### src/rtl/core/slb_pkg.sv
// Shared types and constants for the savings list builder.
// Depends on nothing; every module of the block imports it.
package slb_pkg;

	localparam int MAX_CLIENTS = 32;
	localparam int CLIENT_W    = 5;
	localparam int CNT_W       = 6;
	localparam int COORD_W     = 16;
	localparam int POINT_W     = 2 * COORD_W;
	localparam int FRAC_BITS   = 8;
	localparam int ROOT_STEPS  = FRAC_BITS + 17;
	localparam int STEP_W      = 5;
	localparam int DIST_W      = 25;
	localparam int SAV_W       = 26;
	localparam int RANK_W      = 9;
	localparam int PCNT_W      = 10;
	localparam int PAIR_SLOTS  = (MAX_CLIENTS - 1) * (MAX_CLIENTS - 2) / 2;

	// Opcodes of an input beat.
	localparam logic OP_LOAD = 1'b0;
	localparam logic OP_READ = 1'b1;

	// One entry of the sorted savings list.
	typedef struct packed {
		logic [CLIENT_W-1:0] a;
		logic [CLIENT_W-1:0] b;
		logic [SAV_W-1:0]    sav;
	} entry_t;

endpackage

### src/rtl/core/slb_dist.sv
// Euclidean distance unit: squares in registered stages, then a bit-serial root.
// Depends on slb_pkg.
module slb_dist import slb_pkg::*; (
	input  logic               clk,
	input  logic               arst_n,
	input  logic               start,
	input  logic [POINT_W-1:0] pa,
	input  logic [POINT_W-1:0] pb,
	output logic               done,
	output logic [DIST_W-1:0]  distance
);

	typedef enum logic [2:0] {D_IDLE, D_MUL, D_SUM, D_ITER, D_DONE} dstate_t;

	dstate_t                 state_q;
	logic [COORD_W-1:0]      ax_q, ay_q;
	logic [2*COORD_W-1:0]    sqx_q, sqy_q;
	logic [2*COORD_W+1:0]    s_q;
	logic [DIST_W-1:0]       root_q;
	logic [DIST_W+2:0]       rem_q;
	logic [STEP_W-1:0]       step_q;

	logic signed [COORD_W:0] dx, dy;
	logic [COORD_W:0]        ndx, ndy;
	logic [DIST_W+2:0]       rem_n, trial;

	// Coordinate differences and their magnitudes.
	always_comb begin
		dx  = $signed({pb[POINT_W-1], pb[POINT_W-1:COORD_W]}) -
		      $signed({pa[POINT_W-1], pa[POINT_W-1:COORD_W]});
		dy  = $signed({pb[COORD_W-1], pb[COORD_W-1:0]}) -
		      $signed({pa[COORD_W-1], pa[COORD_W-1:0]});
		ndx = -dx;
		ndy = -dy;
	end

	// One root digit per step: bring down the next pair and try to subtract.
	always_comb begin
		rem_n = {rem_q[DIST_W:0], s_q[2*COORD_W+1:2*COORD_W]};
		trial = {1'b0, root_q, 2'b01};
	end

	always_ff @(posedge clk or negedge arst_n) begin
		if (!arst_n) begin
			state_q <= D_IDLE;
			ax_q    <= '0;
			ay_q    <= '0;
			sqx_q   <= '0;
			sqy_q   <= '0;
			s_q     <= '0;
			root_q  <= '0;
			rem_q   <= '0;
			step_q  <= '0;
		end else begin
			case (state_q)
				D_IDLE: begin
					if (start) begin
						ax_q    <= dx[COORD_W] ? ndx[COORD_W-1:0] : dx[COORD_W-1:0];
						ay_q    <= dy[COORD_W] ? ndy[COORD_W-1:0] : dy[COORD_W-1:0];
						state_q <= D_MUL;
					end
				end
				D_MUL: begin
					sqx_q   <= ax_q * ax_q;
					sqy_q   <= ay_q * ay_q;
					state_q <= D_SUM;
				end
				D_SUM: begin
					s_q     <= {2'b00, sqx_q} + {2'b00, sqy_q};
					root_q  <= '0;
					rem_q   <= '0;
					step_q  <= '0;
					state_q <= D_ITER;
				end
				D_ITER: begin
					if (rem_n >= trial) begin
						rem_q  <= rem_n - trial;
						root_q <= {root_q[DIST_W-2:0], 1'b1};
					end else begin
						rem_q  <= rem_n;
						root_q <= {root_q[DIST_W-2:0], 1'b0};
					end
					s_q    <= {s_q[2*COORD_W-1:0], 2'b00};
					step_q <= step_q + STEP_W'(1);
					if (step_q == STEP_W'(ROOT_STEPS - 1)) begin
						state_q <= D_DONE;
					end
				end
				D_DONE: begin
					state_q <= D_IDLE;
				end
				default: begin
					state_q <= D_IDLE;
				end
			endcase
		end
	end

	assign done     = (state_q == D_DONE);
	assign distance = root_q;

endmodule

### config.mk
export PLATFORM = sky130hd
export DESIGN_NAME = slb_dist
export DESIGN_NICKNAME = d
export VERILOG_FILES = /design/src/rtl/core/slb_pkg.sv /design/src/rtl/core/slb_dist.sv
export SDC_FILE = /design/constraint.sdc
export NUM_CORES = 1
export LEC_CHECK = 0
export BUFFER_PORTS_ARGS = -buffer_cell sky130_fd_sc_hd__buf_4
export CELL_PAD_IN_SITES_DETAIL_PLACEMENT = 0
export CELL_PAD_IN_SITES_GLOBAL_PLACEMENT = 2
export CORE_MARGIN = 2
export CORE_UTILIZATION = 41
export DETAILED_ROUTE_END_ITERATION = 10
export PLACE_DENSITY = 0.91
export SETUP_SLACK_MARGIN = 0.5
export SLEW_MARGIN = 20
export SYNTH_ARGS = -nofsm -noshare
export SYNTH_HDL_FRONTEND = slang
export SYNTH_SLANG_ARGS = --single-unit
### constraint.sdc
create_clock -name clk -period 9.1 [get_ports clk]
set_input_delay 0.91 -clock clk [delete_from_list [all_inputs] [get_ports clk]]
set_output_delay 0.91 -clock clk [all_outputs]
set_load 0.01 [all_outputs]
---- Word level (Yosys, flattened, before mapping) ----
Index checks and enable logic that the tools add are counted.
W data, S select, Z words.
word-level totals
  input bits .............................. 67
  register bits ........................... 189
  output and inout bits ................... 26
cells by class
  muxes and demuxes ....................... 11
  reductions and logical operators ........ 4
  $lt $le $gt $ge ......................... 1
  add/sub/neg operators ................... 7
  $mul .................................... 2
  equality and inequality tests ........... 7
operators with widths
  cell                   number
  $pmux W34 S2           1
  $mul A16 B16 Y32       2
  $pmux W26 S2           1
  $pmux W25 S2           1
  $sub A16 B16 Y17       2
  $add A32 B32 Y33       1
  $mux W16               2
  $neg A16 Y16           2
  $ge A28 B27 Y1         1
  $mux W26               1
  $sub A26 B26 Y26       1
  $pmux W3 S4            1
  $pmux W5 S2            1
  $eq A3 B2 Y1 const B   2
  $mux W3                2
  $add A5 B1 Y5 const B  1
  $eq A5 B5 Y1 const B   1
  $ne A2 B2 Y1 const B   2
  $reduce_and A2 Y1      2
  $eq A3 B1 Y1 const B   1
  $eq A3 B3 Y1 const B   1
  $logic_not A3 Y1       1
  $reduce_bool A2 Y1     1
  $mux W1                1

---- Depth between registers and ports, before layout ----
Gate-level depths: netlist of the first run.
  word-level depth ........................ 3
  mapped depth ............................ 25

---- Worst setup path after synthesis of the first run ----
Ideal clock, no wire load.
  kind .................................... reg-to-reg
  start ................................... register ay_q[4]
  end ..................................... register sqy_q[27]
  period minus slack after synthesis ...... 6.449 ns
  setup slack ............................. 2.651 ns
  path buffers ............................ 2
  cell stages (with the launch flop) ...... 22
  required time ........................... 9.005 ns
  arrival time ............................ 6.354 ns
  cell sequence ........................... dfrtp_1 clkbuf_1 clkbuf_1 nand2_1 fa_1 inv_1 fa_1 fa_1 fa_1 fa_1 inv_1 fa_1 inv_1 ha_1 and4_1 and3_1 a21boi_0 o311ai_0 a21oi_1 o21a_1 o21a_1 o31ai_1
between the ends
  cells in the longest elaborated chain, start to end .. 1
ends and longest elaborated chain
  element                   line            source
  start: declaration        slb_dist.sv:16  logic [COORD_W-1:0] ax_q, ay_q;
  start signal: assignment  slb_dist.sv:59  ay_q <= dy[COORD_W] ? ndy[COORD_W-1:0] : dy[COORD_W-1:0];
  $mul A16 B16 Y32          slb_dist.sv:65  sqy_q <= ay_q * ay_q;
  end signal: assignment    slb_dist.sv:65
  end: declaration          slb_dist.sv:17  logic [2*COORD_W-1:0] sqx_q, sqy_q;
No other way between the ends.
A chain may end at the register's enable or synchronous reset.

---- Worst setup path in the final report of the first run ----
  start ................................... register ay_q[12]
  end ..................................... register sqy_q[31]
Same word-level chain as after synthesis.

==> run summary, run 1 <==
- **outcome** complete, no violations
- **TritonCTS clock tree** yes
- **area of the die** 67,400 µm²
- **clock-pin transition on the worst setup and hold timing paths** 80 ps
- **final max-slew violation count** 0
- **Max-Cap Viols** 0
- **Detail Placement HPWL** 51,600 µm
- **fraction of layout cells with a size suffix above 1** 5.85%
- **buffers inserted by post-CTS timing repair** 0
- **Synth Instances** 3,076
- **floorplan row count** 93
- **number of antenna violations at the first check in global routing** 0
- **area of the multi-input gates** 19,500 µm²
- **type of the most critical hold path** input port to asynchronous set/reset pin
- **clock latency reported for the late side of the worst-skew pair** 500 ps
- **Post-CTS Resized** 0
- **number of sinks on the clock net** 187
- **post-synthesis to final-layout area growth** 8.03%
- **Top-Level Pins** 93
- **Longest Clk Path Bufs** 2
- **accumulated negative setup slack** 0 ps
- **Worst Path Max Fanout** 12
- **cts bufs inserted** 17
- **Max H-tree Level** 4
- **vias after detailed routing** 20,400
- **critical path launch point type** register
- **Max-Slew Margin vs Limit** 35.3%
- **final worst path period share** 78.8%
- **library cell used as clock root buffer** clkbuf_16
- **Crit Path Class** register to register
- **die boundary height** 260 µm
- **Register-to-Register Path Depth** 22
- **total inserted antenna cells** 0
- **endpoint class of the critical path** register
- **DRC violations left** 0
- **Detail Route met2 WL** 31,500 µm
- **arrival time reported for the critical path endpoint** 7540 ps
- **netlist area before placement** 26,800 µm²
- **syn avg cell area** 8.71 µm²
- **number of violations reported at the end of detailed-routing iteration 0** 1,123
- **Routability Congestion** 0.864
- **highest attainable clock frequency** 139 MHz
- **post-synth cell types** 79
- **via count normalized by instance count** 5.15
- **Die X** 260 µm
- **Total Nets Final** 3,792
- **data required time of the worst path** 9470 ps
- **synthesized netlist net count** 3,769
- **routed wirelength normalized by instance count** 16.0 µm
- **measured slew at the worst slew-check pin** 971 ps
- **routed metal-1 wire length** 29,200 µm
- **most frequent standard cell in the layout excluding fill and tap cells** inv_1
- **initial standard-cell utilization of the core** 41.5%
- **setup repair after global routing missed its margin** no
- **hold-fix buffer count after cts** 0
- **part of the Yosys area used for sequential elements** 17.5%
- **utilization after layout** 44.9%
- **global-route wire length before repair** 109,000 µm
- **remaining global-route overflow** 0
- **minimum clock period after layout** 7170 ps
- **GRT Overall Usage** 20.0%
- **hold violation count in the final report** 0
- **Most used DFF post-synth** dfrtp_1
- **number of failing setup endpoints in the final timing report** 0
- **leading cell types in the layout, fill and taps excluded** inv_1 (594), nand2_1 (345), fa_1 (328)
- **fill cell instance count of the final layout** 6,440
- **count of buffers from port buffering** 92
- **wire length reported by the detailed router** 63,600 µm
- **share of synthesized registers carrying an async set or reset** 100%
- **pin count of the biggest net entering global routing** 76
- **clock tree skew after final layout** 14.1 ps
- **met3 routed wirelength** 2060 µm
- **number of synthesis warnings** 0
- **sequential cell area in the final layout** 4680 µm²
- **Post-synth EDFFs** 0
- **uppermost signal routing layer after detailed routing** met4
- **core footprint** 64,500 µm²
- **antenna-violating nets left** 0
- **flops & latches, synth** 187
- **via count of the first global-routing pass** 21,500
- **Initial DRT Pass Iterations** 7
Yosys cell counts, types with 14 or more instances:
| cell type | n | area [µm²] |
|---|---|---|
| ha_1 | 298 | 3730 |
| fa_1 | 328 | 6570 |
| xnor2_1 | 93 | 815 |
| nor2_1 | 104 | 390 |
| clkbuf_1 | 96 | 360 |
| o21ai_0 | 177 | 886 |
| a211oi_1 | 21 | 158 |
| a31oi_1 | 15 | 93.8 |
| nand2_1 | 346 | 1300 |
| a21o_1 | 69 | 518 |
| o31ai_1 | 20 | 150 |
| and3_1 | 23 | 144 |
| a21oi_1 | 125 | 626 |
| and2_1 | 83 | 519 |
| mux2i_1 | 27 | 270 |
| nand3_1 | 65 | 325 |
| xor2_1 | 54 | 473 |
| dfrtp_1 | 187 | 4680 |
| nand4_1 | 16 | 100 |
| o21bai_1 | 15 | 113 |
| inv_1 | 594 | 2230 |
| o211ai_1 | 14 | 105 |
| nand2b_1 | 17 | 106 |
| nor2b_1 | 19 | 119 |
| o21a_1 | 46 | 345 |
| nor3_1 | 33 | 165 |
metrics by stage:
stage / cell area, µm² / hold WS, ps / setup WS (ps) / std cells
after detailed placement: 28300 / 460 / 1940 / 3935
after CTS: 28900 / 360 / 1900 / 3967
after global routing: 28900 / 389 / 1490 / 3967
final: 28900 / 379 / 1930 / 3967
after floorplan: 26800 / 438 / 2650 / 3076
after global placement: 28300 / 452 / 1990 / 3935
path summary, 6_finish.rpt:
| path | startpoint | to | slack, ps |
|---|---|---|---|
| max | ay_q[12] | sqy_q[31] | 1930 |
| min | arst_n | distance[3] | 380 |
| max reg2reg | ay_q[12] | sqy_q[31] | 1930 |
| min reg2reg | s_q[0] | s_q[0] | 480 |
| max in group asynchronous | arst_n | ax_q[5] | 7380 |
| min in group clk | s_q[0] | s_q[0] | 480 |
critical path: stages, from the launching register on:
cell and delay [ps]:
dfrtp_1 650, inv_1 320, nor2_1 300, ha_1 310, xor2_1 190, fa_1 490, inv_1 60, fa_1 520
fa_1 440, fa_1 540, inv_1 50, fa_1 530, inv_1 40, ha_1 340, a21o_1 170, a21o_1 160
a21oi_1 170, a21boi_1 130, o311ai_0 790, a21oi_1 230, o21a_1 290, o2111ai_1 210, o211ai_1 110
flip-flops by register name (all words and copies together) (netlist names):
register  cells
ax_q         16
ay_q         16
distance     25
rem_q        26
s_q          34
sqx_q        31
sqy_q        31
state_q       3
step_q        5
layer usage:
metal	GRT usage [%]	vias up
met5	0	-
met4	3.96	0
met3	2.33	39
met2	34.8	318
met1	26.7	10100
li1	-	10000
cell families (layout without fill, tap and decap cells):
group	after synthesis	count (layout)	share of synthesized area, %
fa+ha+maj	626	626	38.4
mux	31	31	1.18
xor+xnor	148	148	4.87
flops	187	187	17.5
simple gates	787	787	14.1
compound gates	597	597	14.2
buf+inv	700	736	9.82
final cells by class:
cell class | instances | share of cell area, %
inverters | 595 | 7.72
clock buffers | 17 | 1.47
well taps | 855 | 3.70
clock inverters | 15 | 0.679
flip-flops and latches | 187 | 16.2
repair buffers | 109 | 2.85
multi-input cells | 2189 | 67.4
Power of run 1 is not shown: default switching activity piles up to over one toggle a cycle in this logic, so the estimate is an artifact.
==> run 2: changes to the inputs <==
- ABC_AREA: default -> 1
- CORE_UTILIZATION: 41 -> 35
- PLACE_DENSITY: 0.91 -> 0.87
- clock period: 9.1 -> 5.78 ns (I/O delays scaled with it)
==> run 2 against run 1 <==
Routed wire length rose by 17%. Non-clock buffer count rose by 184. Fmax rose by 30%. Die area rose by 23%. Critical path depth rose by 2. Sequential share of layout area down 2.0 points.
==> run summary, run 2 <==
- **library cell used as clock root buffer** clkbuf_16
- **critical-path cell list** buf_12 -> buf_4 -> fa_1 -> inv_2 -> fa_1 -> inv_1 -> fa_2 -> fa_1 -> fa_1 -> inv_1 -> fa_1 -> inv_1 -> ha_4 -> inv_1 -> o21bai_4 -> a31oi_4 -> nand2_1 -> nand2_1 -> nand3_2 -> buf_4 -> buf_6 -> or2_4 -> nand3_2 -> nand2_1
- **Max H-tree Level** 4, unchanged
- **leading cell types in the layout, fill and taps excluded** nand2_1 (885), inv_1 (818), fa_1 (315)
- **most area-consuming cells after synthesis** fa_1 (23%), dfrtp_1 (17%), ha_1 (13%)
- **number of violations reported at the end of detailed-routing iteration 0** 928, -17%
- **pin count of the biggest net entering global routing** 92, +21%
- **Max-Cap Viols** 0, unchanged
- **setup repair after global routing missed its margin** yes
- **fraction of layout cells with a size suffix above 1** 16.5%, +11 points
- **number of failing setup endpoints in the final timing report** 0, unchanged
- **placed cell count** 4,909, +25%
- **DRC violations left** 0, unchanged
- **via count of the first global-routing pass** 24,500, +14%
- **Post-synth EDFFs** 0, unchanged
- **most frequent standard cell in the layout excluding fill and tap cells** nand2_1
- **core footprint** 80,200 µm², +24%
- **Max-Slew Margin vs Limit** 38.5%, +3.2 points
- **type of the most critical hold path** input port to asynchronous set/reset pin
- **post-synth cell types** 59, -25%
- **Detail Placement HPWL** 60,400 µm, +17%
- **minimum clock period after layout** 5530 ps, -1640 ps
- **utilization after layout** 41.6%, -3.3 points
- **final max-slew violation count** 0, unchanged
- **number of synthesis warnings** 0, unchanged
- **routed wirelength normalized by instance count** 14.7 µm, -8.3%
- **flops & latches, synth** 187, unchanged
- **count of buffers from port buffering** 92, unchanged
- **Initial DRT Pass Iterations** 5, -2
- **floorplan row count** 104, +12%
- **clock latency reported for the late side of the worst-skew pair** 510 ps, about the same
- **vias after detailed routing** 23,500, +15%
- **largest register by flop count** s_q
- **global-route wire length before repair** 124,000 µm, +14%
- **Total Nets Final** 4,681, +23%
- **accumulated negative setup slack** 0 ps, unchanged
- **highest attainable clock frequency** 181 MHz, +30%
- **most prevalent standard cell on the critical path** fa_1
- **cell with the most instances after synthesis** nand2_1
- **Routability Congestion** 0.940, +8.8%
- **antenna-violating nets left** 0, unchanged
- **worst stage delay on the critical path** 560 ps, -230 ps
- **outcome** complete, no violations
- **syn avg cell area** 7.43 µm², -15%
- **share of synthesized registers carrying an async set or reset** 100%, unchanged
- **reg-to-reg slack, setup** 250 ps, -1680 ps
- **die boundary height** 288 µm, +11%
- **synthesized netlist net count** 4,484, +19%
- **fin cells** 5,060, +28%
- **measured slew at the worst slew-check pin** 921 ps, -49.3 ps
- **Die X** 288 µm, +11%
- **clock tree skew after final layout** 23.1 ps, +9.05 ps
- **arrival time reported for the critical path endpoint** 5910 ps, -1630 ps
- **via count normalized by instance count** 4.64, -10%
- **area of the die** 82,800 µm², +23%
- **remaining global-route overflow** 0, unchanged
- **Worst Path Max Fanout** 6, -6
- **final worst path period share** 95.6%, +17 points
- **Longest Clk Path Bufs** 2, unchanged
- **top-area cell type share of the netlist area** 23.3%, -1.2 points
- **initial standard-cell utilization of the core** 35.1%, -6.4 points
- **buffers and inverters on the worst path** 9, +5
- **Most used DFF post-synth** dfrtp_1
- **critical path launch point type** register
- **GRT Overall Usage** 18.7%, -1.3 points
- **TritonCTS clock tree** yes
- **part of the Yosys area used for sequential elements** 16.6%, -0.86 points
- **Crit path max-delay family** adder cells
- **hold-fix buffer count after cts** 0, unchanged
- **total inserted antenna cells** 0, unchanged
- **max FFs per register** 34, unchanged
- **Crit Path Class** register to register
- **Top-Level Pins** 93, unchanged
- **wire length reported by the detailed router** 74,300 µm, +17%
- **clock-pin transition on the worst setup and hold timing paths** 70 ps, about the same
- **data required time of the worst path** 6170 ps, -3300 ps
- **Synth Instances** 3,791, +23%
- **library cell with the largest summed area after synthesis** fa_1
- **number of sinks on the clock net** 187, unchanged
- **top flop regs** s_q: 34 flops, sqx_q: 31 flops, sqy_q: 31 flops
- **post-synthesis to final-layout area growth** 18.5%
- **cts bufs inserted** 17, unchanged
- **netlist area before placement** 28,200 µm², +5.2%
- **number of antenna violations at the first check in global routing** 1, +1
- **hold violation count in the final report** 0, unchanged
- **Post-Place Cell Area** 30,700 µm², +8.6%
- **most numerous cell types in the synthesized netlist** nand2_1 (955), inv_1 (866), fa_1 (328)
- **post-route design area** 33,400 µm², +15%
- **critical-path cell with the highest stage delay** fa_1
- **endpoint class of the critical path** register
-- run 2: layout make-up --
class | count | area [µm²]
fill | 8327 | 46800
sequential | 187 | 4720
clock buffer | 19 | 453
inverter | 871 | 3280
timing repair buffer | 293 | 2450
multi-input combinational | 2618 | 21000
tap | 1060 | 1330
clock inverter | 12 | 158
-- run 2: repair_timing --
item | CTS | global route
setup buffers | 93 | 26
cloned | 1 | 0
pin swaps | 73 | 79
endpoints found under the setup margin | 39 | 41
resized for setup | 187 | 136
-- run 2: final timing paths --
kind	startpoint	cells after the start	end
setup / recovery	ay_q[6]	24	sqy_q[22]
hold / removal	arst_n	1	distance[10]
setup reg to reg	ay_q[6]	24	sqy_q[22]
hold reg to reg	step_q[4]	1	step_q[4]
max in group asynchronous	arst_n	2	ay_q[0]
min in group clk	start	3	state_q[0]
-- run 2: through the flow --
step / hold WS [ps] / setup WS, ps
after floorplan: 282 / 490
after global placement: 469 / -11.4
after detailed placement: 469 / -14.4
after CTS: 130 / 298
after global routing: 165 / 11.9
final: 96.9 / 252
-- run 2: cells by family after synthesis --
logic type / Yosys count / share of synthesized area [%]
adders and majority gates: 626 / 36.5
buffers and inverters: 986 / 13.3
DFF: 187 / 16.6
and+or+nand+nor: 1449 / 21.2
AOI/OAI and AO/OA: 436 / 8.94
xor gates and xnor gates: 107 / 3.33
-- run 2: per-layer routing --
layer | part of all wire, % | vias to the layer above | track usage (%)
met5 | 0.016 | - | 0
met4 | 2.3 | 2 | 4.92
met3 | 3.1 | 84 | 2.42
met2 | 48 | 356 | 32.5
met1 | 46 | 11000 | 24.3
li1 | - | 12000 | -
Power of run 2 is left out for the same reason.
==> run 3: changes to the inputs <==
- CORE_MARGIN: 2 -> default
- CORE_UTILIZATION: 35 -> 39
- PLACE_DENSITY: 0.87 -> 0.92
- clock period: 5.78 -> 5.6 ns (I/O delays scaled with it)
==> run 3 against run 2 <==
The run now ends with design-rule violations left. Register-to-register slack got worse by 170 ps. Final area is 1.4% higher. Final cell count is 1.6% lower. Core utilization increased by 5.7 points.
==> run summary, run 3 (synthesis gave the netlist of run 2 again) <==
- **Worst Path Max Fanout** 6, unchanged
- **largest register by flop count** s_q
- **final max-slew violation count** 0, unchanged
- **buffers and inverters on the worst path** 8, -1
- **cts bufs inserted** 17, unchanged
- **critical path launch point type** register
- **cell count along the critical path** 27, +13%
- **Routability Congestion** 0.876, -6.7%
- **initial standard-cell utilization of the core** 39.4%, +4.3 points
- **total inserted antenna cells** 0, unchanged
- **vias after detailed routing** 23,700, +0.91%
- **highest attainable clock frequency** 181 MHz, +0.23%
- **Crit path max-delay family** adder cells
- **reg-to-reg slack, setup** 80 ps, -170 ps
- **Die X** 271 µm, -5.9%
- **Max-Cap Viols** 0, unchanged
- **global-route wire length before repair** 123,000 µm, -1.1%
- **max FFs per register** 34, unchanged
- **setup repair after global routing missed its margin** yes
- **GRT Overall Usage** 20.6%, +1.9 points
- **clock tree skew after final layout** 21.6 ps, -1.49 ps
- **endpoint class of the critical path** register
- **pin count of the biggest net entering global routing** 104, +13%
- **outcome** complete, but fails checks
- **global-route track usage on met1** 27.9%, +3.6 points
- **area of the die** 73,300 µm², -11%
- **die boundary height** 271 µm, -5.9%
- **Longest Clk Path Bufs** 2, unchanged
- **final setup slack of the worst path** 84.5 ps, -167 ps
- **routing usage on met3** 2.15%, -0.27 points
- **worst stage delay on the critical path** 530 ps, -30 ps
- **top flop regs** s_q: 34 flops, sqx_q: 31 flops, sqy_q: 31 flops
- **post-synthesis to final-layout area growth** 20.1%
- **wire length reported by the detailed router** 72,900 µm, -2.0%
- **clock latency reported for the late side of the worst-skew pair** 510 ps, about the same
- **Total Nets Final** 4,711, +0.64%
- **type of the most critical hold path** input port to asynchronous set/reset pin
- **count of buffers from port buffering** 92, unchanged
- **number of sinks on the clock net** 187, unchanged
- **Crit Path Class** register to register
- **met2 track demand over resource in global routing** 35.1%, +2.6 points
- **critical-path cell with the highest stage delay** fa_1
- **placement-stage worst setup slack** -93.1 ps, -78.7 ps
- **number of antenna violations at the first check in global routing** 0, -1
- **final worst path period share** 98.5%, +2.8 points
- **minimum clock period after layout** 5520 ps, -12.8 ps
- **number of failing setup endpoints in the final timing report** 0, unchanged
- **via count of the first global-routing pass** 24,400, -0.37%
- **Max H-tree Level** 4, unchanged
- **layer with the highest usage after global routing** met2
- **via count normalized by instance count** 4.75, +2.5%
- **RR Startpoint** ay_q[12]
- **library cell used as clock root buffer** clkbuf_16
- **violations in the final reports** design-rule violations
- **Initial DRT Pass Iterations** 8, +3
- **TritonCTS clock tree** yes
- **arrival time reported for the critical path endpoint** 5900 ps, about the same
- **Top-Level Pins** 93, unchanged
- **routed wirelength normalized by instance count** 14.6 µm, -0.40%
- **DRC violations left** 2, +2
- **Max-Slew Margin vs Limit** 39.2%, +0.69 points
- **R2R Path End** sqy_q[28]
- **fraction of layout cells with a size suffix above 1** 18.1%, +1.6 points
- **most frequent standard cell in the layout excluding fill and tap cells** nand2_1
- **fill cell instance count of the final layout** 7,108, -15%
- **remaining global-route overflow** 0, unchanged
- **Detail Placement HPWL** 59,000 µm, -2.4%
- **data required time of the worst path** 5990 ps, -180 ps
- **hold violation count in the final report** 0, unchanged
- **Register-to-Register Path Depth** 27, +13%
- **antenna-violating nets left** 0, unchanged
- **clock-pin transition on the worst setup and hold timing paths** 100 ps, +30 ps
- **leading cell types in the layout, fill and taps excluded** nand2_1 (874), inv_1 (812), fa_1 (305)
- **core footprint** 71,500 µm², -11%
- **number of violations reported at the end of detailed-routing iteration 0** 1,302, +40%
- **floorplan row count** 98, -5.8%
- **measured slew at the worst slew-check pin** 911 ps, -10.3 ps
==> run 3: cell count changes in the layout (fill, tap and decap cells not counted), sizes merged <==
| cell | change |
|---|---|
| inv | +5 |
| clkinv | -1 |
| buf | +28 |
| bufinv | -1 |
==> run 3: timing repair <==
item                       CTS  global route
gates resized for setup    148           189
pin swaps                   60           107
setup endpoints to repair   46            46
cloned                       0             1
setup buffers               52            39
hold buffers                 0             0
==> run 3: area by class of cell <==
type                            instances  area [µm²]  area share (%)
Multi-Input combinational cell       2618       21200            62.6
Sequential cell                       187        4710            13.9
Inverter                              871        3280            9.70
Timing Repair Buffer                  323        2840            8.40
Tap cell                              950        1190            3.51
Clock buffer                           17         425            1.26
Clock inverter                         15         200           0.592
==> run 3: worst max path at each step <==
stage	slack, ps	endpoint	from
after floorplan	350	sqy_q[26]	ay_q[9]
after global placement	-10	sqx_q[26]	ax_q[10]
after detailed placement	-90	sqx_q[27]	ax_q[10]
after CTS	120	sqy_q[28]	ay_q[12]
after global routing	-130	sqx_q[28]	ax_q[13]
final	80	sqy_q[28]	ay_q[12]
==> run 3: worst reg2reg max path: cells and delay by family (launching register included) <==
family                     cells  cell delay (ps)
AOI/OAI and AO/OA              1              160
adders and majority gates      7             3250
buffers and inverters          8              590
DFF                            1              440
and+or+nand+nor               11              970
==> run 3: per-layer routing <==
metal / vias to the layer above / part of all wire, %
met5: - / 0
met4: 0 / 1.8
met3: 66 / 2.6
met2: 317 / 48
met1: 11200 / 48
li1: 12100 / -
==> run 3: per-stage QoR <==
stage                     hold slack, ps  cells  area, µm²  TNS (ps)  util [%]
after floorplan                      264   3791      29100         0         -
after global placement               460   4857      31300     -33.5      43.7
after detailed placement             465   4857      31300      -315      43.7
after CTS                            138   4941      32800         0      45.9
after global routing                 172   4981      33800     -1080      47.3
final                                120   4981      33800         0      47.3
Power of run 3 is left out for the same reason.
